--- src/sv/lkvc_pkg.sv ---
`timescale 1ns / 1ps
// ----------------------------------------------------------------------------
// lkvc_pkg
// Shared types and constants for the LRU key/value cache.
// ----------------------------------------------------------------------------
package lkvc_pkg;

  typedef enum logic {
    OP_GET = 1'b0,
    OP_PUT = 1'b1
  } lkvc_op_t;

  localparam int DATA_W      = 32;  // result data field
  localparam int COUNT_W     = 4;   // entries_in_use field
  localparam int CAP_W       = 4;   // capacity register
  localparam int OUT_TDATA_W = ((DATA_W + COUNT_W + 7) / 8) * 8;

  localparam logic [CAP_W-1:0] CAP_RESET = 4'd8;

  typedef struct packed {
    logic               found;
    logic [DATA_W-1:0]  data;
    logic [COUNT_W-1:0] count;
  } lkvc_result_t;

endpackage

--- src/sv/lkvc_core.sv ---
`timescale 1ns / 1ps
// ----------------------------------------------------------------------------
// lkvc_core
// Entry store, parallel key match and recency rank update for one item.
// ----------------------------------------------------------------------------
module lkvc_core import lkvc_pkg::*; #(
  parameter int ENTRIES    = 8,
  parameter int KEY_BITS   = 32,
  parameter int VALUE_BITS = 32
) (
  input  logic                  clk,
  input  logic                  rst_n,
  input  logic                  cfg_wr_en,
  input  logic [CAP_W-1:0]      cfg_wr_data,
  input  logic                  step,
  input  logic                  op,
  input  logic [KEY_BITS-1:0]   key,
  input  logic [VALUE_BITS-1:0] value,
  output lkvc_result_t          result
);

  localparam int RANK_W  = $clog2(ENTRIES);
  localparam int CNT_W   = $clog2(ENTRIES + 1);
  localparam int CMP_W   = (CNT_W > CAP_W) ? CNT_W : CAP_W;
  localparam int DEXT_W  = (VALUE_BITS > DATA_W) ? VALUE_BITS : DATA_W;
  localparam int CEXT_W  = (CNT_W > COUNT_W) ? CNT_W : COUNT_W;

  logic [CAP_W-1:0]      capacity_r;
  logic [ENTRIES-1:0]    valid_r;
  logic [CNT_W-1:0]      count_r;
  logic [KEY_BITS-1:0]   key_r   [ENTRIES];
  logic [VALUE_BITS-1:0] value_r [ENTRIES];
  logic [RANK_W-1:0]     rank_r  [ENTRIES];

  logic [ENTRIES-1:0]    hit_vec, hit_sel, free_sel, lru_vec, lru_sel, sel;
  logic                  any_hit, is_put, has_room, upd, grow, insert;
  logic [RANK_W-1:0]     hit_rank;
  logic [VALUE_BITS-1:0] hit_value;
  logic [CNT_W-1:0]      count_m1, thr, count_nxt;
  logic [CMP_W-1:0]      eff_cap;
  logic [DEXT_W-1:0]     data_ext;
  logic [CEXT_W-1:0]     count_ext;

  assign is_put   = (op == OP_PUT);
  assign count_m1 = count_r - CNT_W'(1);

  always_comb begin
    for (int i = 0; i < ENTRIES; i++) begin
      hit_vec[i] = valid_r[i] && (key_r[i] == key);
      // ranks of valid entries are a permutation of 0..count-1
      lru_vec[i] = valid_r[i] && (CNT_W'(rank_r[i]) == count_m1);
    end
  end

  // lowest set bit
  assign hit_sel  = hit_vec & (~hit_vec + ENTRIES'(1));
  assign free_sel = ~valid_r & (valid_r + ENTRIES'(1));
  assign lru_sel  = lru_vec & (~lru_vec + ENTRIES'(1));
  assign any_hit  = |hit_vec;

  always_comb begin
    hit_rank  = '0;
    hit_value = '0;
    for (int i = 0; i < ENTRIES; i++) begin
      if (hit_sel[i]) begin
        hit_rank  = hit_rank | rank_r[i];
        hit_value = hit_value | value_r[i];
      end
    end
  end

  // capacity zero acts as one, above ENTRIES saturates
  always_comb begin
    if (capacity_r == '0) begin
      eff_cap = CMP_W'(1);
    end else if (CMP_W'(capacity_r) > CMP_W'(ENTRIES)) begin
      eff_cap = CMP_W'(ENTRIES);
    end else begin
      eff_cap = CMP_W'(capacity_r);
    end
  end
  assign has_room = CMP_W'(count_r) < eff_cap;

  // entries of lower rank than thr age by one, the selected entry goes to rank 0
  always_comb begin
    upd    = 1'b0;
    grow   = 1'b0;
    insert = 1'b0;
    sel    = '0;
    thr    = '0;
    if (any_hit) begin
      upd = 1'b1;
      sel = hit_sel;
      thr = CNT_W'(hit_rank);
    end else if (is_put) begin
      upd    = 1'b1;
      insert = 1'b1;
      if (has_room) begin
        grow = 1'b1;
        sel  = free_sel;
        thr  = count_r;
      end else begin
        sel = lru_sel;
        thr = count_m1;
      end
    end
  end

  assign count_nxt = count_r + CNT_W'(grow);

  always_ff @(posedge clk) begin
    if (!rst_n) begin
      capacity_r <= CAP_RESET;
      valid_r    <= '0;
      count_r    <= '0;
    end else begin
      if (cfg_wr_en) begin
        capacity_r <= cfg_wr_data;
      end
      if (step) begin
        if (insert) begin
          valid_r <= valid_r | sel;
        end
        count_r <= count_nxt;
      end
    end
  end

  always_ff @(posedge clk) begin
    if (step) begin
      for (int i = 0; i < ENTRIES; i++) begin
        if (upd) begin
          if (sel[i]) begin
            rank_r[i] <= '0;
          end else if (valid_r[i] && (CNT_W'(rank_r[i]) < thr)) begin
            rank_r[i] <= rank_r[i] + RANK_W'(1);
          end
        end
        if (sel[i] && is_put) begin
          value_r[i] <= value;
        end
        if (sel[i] && insert) begin
          key_r[i] <= key;
        end
      end
    end
  end

  assign data_ext  = any_hit ? DEXT_W'(hit_value) : '0;
  assign count_ext = CEXT_W'(count_nxt);

  always_comb begin
    result.found = any_hit;
    result.data  = data_ext[DATA_W-1:0];
    result.count = count_ext[COUNT_W-1:0];
  end

  a_count_matches_valid: assert property (@(posedge clk) disable iff (!rst_n)
    $countones(valid_r) == int'(count_r))
    else $error("entry count out of step with valid bits");

  a_single_hit: assert property (@(posedge clk) disable iff (!rst_n)
    $onehot0(hit_vec))
    else $error("key present in more than one entry");

  a_get_keeps_valid: assert property (@(posedge clk) disable iff (!rst_n)
    (step && !is_put) |=> $stable(valid_r) && $stable(count_r))
    else $error("get changed the set of valid entries");

  a_put_leaves_entry: assert property (@(posedge clk) disable iff (!rst_n)
    (step && is_put) |=> (count_r != '0))
    else $error("store empty after a put");

  a_evict_has_victim: assert property (@(posedge clk) disable iff (!rst_n)
    (step && insert && !has_room) |-> $onehot(lru_vec))
    else $error("no unique least recent entry on eviction");

endmodule

--- src/sv/lru_key_value_cache_top.sv ---
`timescale 1ns / 1ps
// ----------------------------------------------------------------------------
// lru_key_value_cache_top
// Fully associative key/value cache with LRU replacement, stream ports.
// ----------------------------------------------------------------------------
// Path: the item is taken into the input register, then key match and rank update
//   write the result register; a stalled output holds the item in the input register.
// Throughput: one item per cycle while the output is not stalled, set by the parallel key
//   compare and rank update against the entry registers.
// Reset: synchronous, active low; clears valid bits and entry count, capacity
//   returns to 8. Keys, values and ranks are not cleared.
module lru_key_value_cache_top import lkvc_pkg::*; #(
  parameter int ENTRIES    = 8,
  parameter int KEY_BITS   = 32,
  parameter int VALUE_BITS = 32
) (
  input  logic                   clk,
  input  logic                   rst_n,
  input  logic                   cfg_wr_en,
  input  logic [CAP_W-1:0]       cfg_wr_data,     // capacity_in_use
  input  logic                   in_tvalid,
  output logic                   in_tready,
  input  logic [((KEY_BITS + VALUE_BITS + 7) / 8) * 8 - 1:0] in_tdata,  // key, value, zero pad
  input  logic [0:0]             in_tuser,        // op
  output logic                   out_tvalid,
  input  logic                   out_tready,
  output logic [OUT_TDATA_W-1:0] out_tdata,       // data, entries_in_use, zero pad
  output logic [0:0]             out_tuser        // found
);

  logic                  s1_valid_r, s1_valid_nxt;
  logic                  s1_op_r;
  logic [KEY_BITS-1:0]   s1_key_r;
  logic [VALUE_BITS-1:0] s1_value_r;
  logic                  out_valid_r, out_valid_nxt;
  lkvc_result_t          out_res_r, res;
  logic                  out_free, step;

  assign out_free  = !out_valid_r || out_tready;
  assign step      = s1_valid_r && out_free;
  assign in_tready = !s1_valid_r || out_free;

  assign s1_valid_nxt  = in_tready ? in_tvalid : s1_valid_r;
  assign out_valid_nxt = out_free ? s1_valid_r : out_valid_r;

  always_ff @(posedge clk) begin
    if (!rst_n) begin
      s1_valid_r  <= 1'b0;
      out_valid_r <= 1'b0;
    end else begin
      s1_valid_r  <= s1_valid_nxt;
      out_valid_r <= out_valid_nxt;
    end
  end

  always_ff @(posedge clk) begin
    if (in_tvalid && in_tready) begin
      s1_op_r    <= in_tuser[0];
      s1_key_r   <= in_tdata[KEY_BITS-1:0];
      s1_value_r <= in_tdata[KEY_BITS +: VALUE_BITS];
    end
    if (step) begin
      out_res_r <= res;
    end
  end

  lkvc_core #(
    .ENTRIES    (ENTRIES),
    .KEY_BITS   (KEY_BITS),
    .VALUE_BITS (VALUE_BITS)
  ) u_core (
    .clk         (clk),
    .rst_n       (rst_n),
    .cfg_wr_en   (cfg_wr_en),
    .cfg_wr_data (cfg_wr_data),
    .step        (step),
    .op          (s1_op_r),
    .key         (s1_key_r),
    .value       (s1_value_r),
    .result      (res)
  );

  assign out_tvalid = out_valid_r;
  assign out_tuser  = out_res_r.found;
  assign out_tdata  = OUT_TDATA_W'({out_res_r.count, out_res_r.data});

endmodule

--- config.mk ---
export PLATFORM = sky130hd
export DESIGN_NAME = lru_key_value_cache_top
export DESIGN_NICKNAME = d
export VERILOG_FILES = /design/src/sv/lkvc_pkg.sv /design/src/sv/lkvc_core.sv /design/src/sv/lru_key_value_cache_top.sv
export SDC_FILE = /design/constraint.sdc
export NUM_CORES = 1
export LEC_CHECK = 0
export ABC_AREA = 1
export BUFFER_PORTS_ARGS = -buffer_cell sky130_fd_sc_hd__buf_2
export CAP_MARGIN = 40
export CORE_ASPECT_RATIO = 1.1
export CORE_MARGIN = 2
export CORE_UTILIZATION = 58
export CTS_BUF_LIST = sky130_fd_sc_hd__clkbuf_2 sky130_fd_sc_hd__clkbuf_4 sky130_fd_sc_hd__clkbuf_8
export CTS_CLUSTER_SIZE = 14
export DETAILED_ROUTE_END_ITERATION = 8
export PLACE_DENSITY = 0.85
export SYNTH_ARGS = -nofsm -noshare
export SYNTH_HDL_FRONTEND = slang
export SYNTH_SLANG_ARGS = --single-unit
--- constraint.sdc ---
create_clock -name clk -period 4.07 [get_ports clk]
set_input_delay 0.814 -clock clk [delete_from_list [all_inputs] [get_ports clk]]
set_output_delay 0.814 -clock clk [all_outputs]
set_load 0.005 [all_outputs]
==> results.sh <==
export IMPL_fp_dieH_um=234
export IMPL_die_area_sq_um=49900
export IMPL_status="finished, final reports clean"
export IMPL_rows=84
export IMPL_rrSetupSlack_ns=0.26
export IMPL_postCtsHoldBufs=0
export IMPL_track_usage_pct=32.8
export IMPL_pre_cts_ws_ns=0.0868
export IMPL_crit_start="s1_key_r[2]"
export IMPL_power_leakage_nw=12.5
export IMPL_cts_tree="done"
export IMPL_regToRegEndpoint="u_core.rank_r[0][6]"
export IMPL_drive_gt1_share_pct=17.8
export IMPL_initial_core_util_pct=58.5
export IMPL_ir_drop_v=0.000457
export IMPL_endpoint="u_core.rank_r[0][6]"
export IMPL_antenna_found_initial=0
export IMPL_fp_coreArea_sq_um=47700
export IMPL_synthFlopType="edfxtp_1"
export IMPL_drt_wl_total_mm=80.8
export IMPL_layout_nets=2754
export IMPL_period_minus_slack_ns=3.81
export IMPL_fin_skew_ns=0.0431
export IMPL_place_inst=3176
export IMPL_layout_setup_ws_ns=0.256
export IMPL_syn_cell_area_sq_um=27900
export IMPL_synth_cell_type_count=52
export IMPL_avgSynthCellArea_sq_um=11.7
export IMPL_cts_root_buf="clkbuf_8"
export IMPL_wl_per_cell_um=24.0
export IMPL_crit_path_end_kind="flip-flop"
export IMPL_ys_ff_latch=656
export IMPL_path_class="flip-flop to flip-flop"
export IMPL_maxSlewViolCount=0
export IMPL_fin_cells=3370
export IMPL_tightest_slew_ns=0.811
export IMPL_hold_path_class="primary input to flip-flop"
export IMPL_vias=19800
export IMPL_grt_pass1_vias=19600
export IMPL_maxCapViolations=0
export IMPL_first_pass_iters=8
export IMPL_synthCells=2381
export IMPL_cp_arrival_ns=4.21
export IMPL_final_hold_viol_count=0
export IMPL_crit_path_top_delay_cell="edfxtp_1"
export IMPL_cp_common_cell="nand2_1"
export IMPL_clk_pin_slew_ns=0.06
export IMPL_clk_latency_ns=0.71
export IMPL_max_clock_freq_ghz=0.262
export IMPL_synth_edf_count=638
export IMPL_cp_max_fo=6
export IMPL_finalSetupViolCount=0
export IMPL_hold_path_depth=1
export IMPL_die_w_um=213
export IMPL_p_per_area_nw_per_um2=434
export IMPL_grt_overflow_total=0
export IMPL_fin_crit_sh_pct=93.7
export IMPL_timing_rr_start="s1_key_r[2]"
export IMPL_grt_pass1_wl_mm=119
export IMPL_n_fill_cell=3344
export IMPL_finalSetupTns_ns=0
export IMPL_synthArstFlopShare_pct=0
export IMPL_reg2reg_depth=25
export IMPL_ys_seq_area_share_pct=69.9
export IMPL_hpwlAfterDp_mm=51.0
export IMPL_io_pins=117
export IMPL_antenna_left=0
export IMPL_numCtsBuffers=98
export IMPL_start_kind="flip-flop"
export IMPL_grt_max_degree=47
export IMPL_drtIter0Drc=2186
export IMPL_h_tree_depth=3
export IMPL_utilization_pct=67.5
export IMPL_max_stage_delay_ns=0.51
export IMPL_place_gp_congestion=0.983
export IMPL_syn_to_final_growth_pct=15.3
export IMPL_cts_sinks=656
export IMPL_crit_required_ns=4.46
export IMPL_cts_max_path_buffers=3
export IMPL_slew_headroom_pct=45.7
export IMPL_yosysWarningCount=0
export IMPL_drc=0
export IMPL_port_buffers=112
export IMPL_vias_per_cell=5.88
export IMPL_finalHoldWorstSlack_ns=0.287
## cells in the final DEF (no fill, tap or decap), drive strengths merged, types with 30 or more instances in the layout
cell type | netlist | routed
nor2 | 196 | 196
inv | 289 | 291
buf | 32 | 229
xnor2 | 74 | 74
nand3 | 106 | 106
o21ai | 55 | 55
clkbuf | 32 | 134
edfxtp | 638 | 638
a221oi | 36 | 36
clkinv | 4 | 35
ha | 30 | 30
o2111ai | 36 | 36
nand2 | 667 | 667
nand4 | 33 | 33
## power by group
part	switching [W]	leakage (nW)	internal (W)
clock network	0.00262	1.04	0.00292
logic	0.000551	5.49	0.000276
registers	0.000100	5.95	0.00753
## synth_stat cells (2+ instances only)
cell	count	share of area, %
nand2_1	653	8.8
edfxtp_1	638	69
inv_1	267	3.6
nor2_1	193	2.6
nand3_1	100	1.8
xnor2_1	73	2.3
o21ai_0	48	0.86
a221oi_1	36	1.1
o2111ai_1	36	1.1
nand4_1	33	0.74
clkbuf_1	32	0.43
ha_1	30	1.3
a21oi_1	28	0.50
inv_2	22	0.30
o22ai_1	19	0.43
dfxtp_1	18	1.3
buf_4	17	0.46
xor2_1	17	0.53
or2_2	15	0.34
nand2_2	11	0.25
buf_2	9	0.16
o211ai_1	9	0.24
nor3_1	8	0.14
nor3_2	7	0.25
o21ai_1	7	0.13
buf_6	6	0.24
or2_0	6	0.13
clkinv_1	4	0.054
nand3_2	4	0.14
a211oi_1	3	0.081
nand2_4	3	0.12
or2_1	3	0.067
a22oi_1	2	0.054
a31oi_1	2	0.045
nand3_4	2	0.13
nand3b_1	2	0.054
nor4_1	2	0.045
o32ai_1	2	0.063
## layout make-up
type / instances / area [sq um] / share of cell area [%]
Multi-Input combinational cell: 1371 / 7140 / 22.1
Antenna cell: 1 / 2.50 / 0.00777
Sequential cell: 656 / 19500 / 60.6
Timing Repair Buffer: 230 / 1680 / 5.20
Clock inverter: 41 / 345 / 1.07
Inverter: 293 / 1110 / 3.45
Clock buffer: 133 / 1620 / 5.04
Tap cell: 645 / 807 / 2.50
## registers in the layout (all words and copies together), names as in the netlist
signal             cells
out_tuser              1
u_core.rank_r         24
s1_key_r              32
u_core.count_r         4
s1_value_r            32
s1_valid_r             1
u_core.valid_r         8
u_core.value_r       256
out_tvalid             1
u_core.key_r         256
out_tdata             36
u_core.capacity_r      4
s1_op_r                1
## worst max-delay path, delay by kind of cell (launching register included)
kind	cells	cell delay, ns
AND/OR/NAND/NOR	15	1.50
AO/OA/AOI/OAI	5	0.64
buffers and inverters	4	0.60
flip-flops	1	0.51
adder cells (fa/ha/maj)	1	0.24
## stage by stage
step	cell area (sq um)	power [W]
2_1_floorplan	28000	0.00818
6_report	32200	0.0140
5_1_grt	32200	0.0144
3_5_place_dp	30100	0.00855
4_1_cts	32000	0.0140
3_3_place_gp	30000	0.00853
## worst min-delay path by stage
stage,startpoint,end
after detailed placement,u_core.valid_r[2],u_core.valid_r[2]
final,in_tdata[17],s1_key_r[17]
after CTS,in_tuser,s1_op_r
after global placement,u_core.valid_r[2],u_core.valid_r[2]
after global routing,in_tdata[17],s1_key_r[17]
after floorplan,u_core.valid_r[2],u_core.valid_r[2]
## logic make-up (layout without fill, tap and decap cells)
| family | after synthesis | in the layout | synth area share [%] |
|---|---|---|---|
| adder cells (fa/ha/maj) | 30 | 30 | 1.34 |
| XOR/XNOR | 91 | 91 | 2.92 |
| AO/OA/AOI/OAI | 196 | 196 | 4.77 |
| flip-flops | 656 | 656 | 69.9 |
| other | 1 | 5 | 0.0134 |
| AND/OR/NAND/NOR | 1050 | 1050 | 15.9 |
| buffers and inverters | 357 | 697 | 5.23 |
## layer usage
metal	up-vias	part of all wire (%)	global-route usage, %	routed length [um]
li1	8684	-	-	-
met1	9560	37	41.6	29600
met2	1313	48	53.6	38800
met3	274	9.7	6.41	7840
met4	0	5.7	17.8	4600
met5	-	0	0	0
## repair_timing
action	CTS	global route
setup buffers	0	19
setup endpoints to repair	0	48
gates resized for setup	0	19
Note: power is estimated with default switching activity, not from simulation.
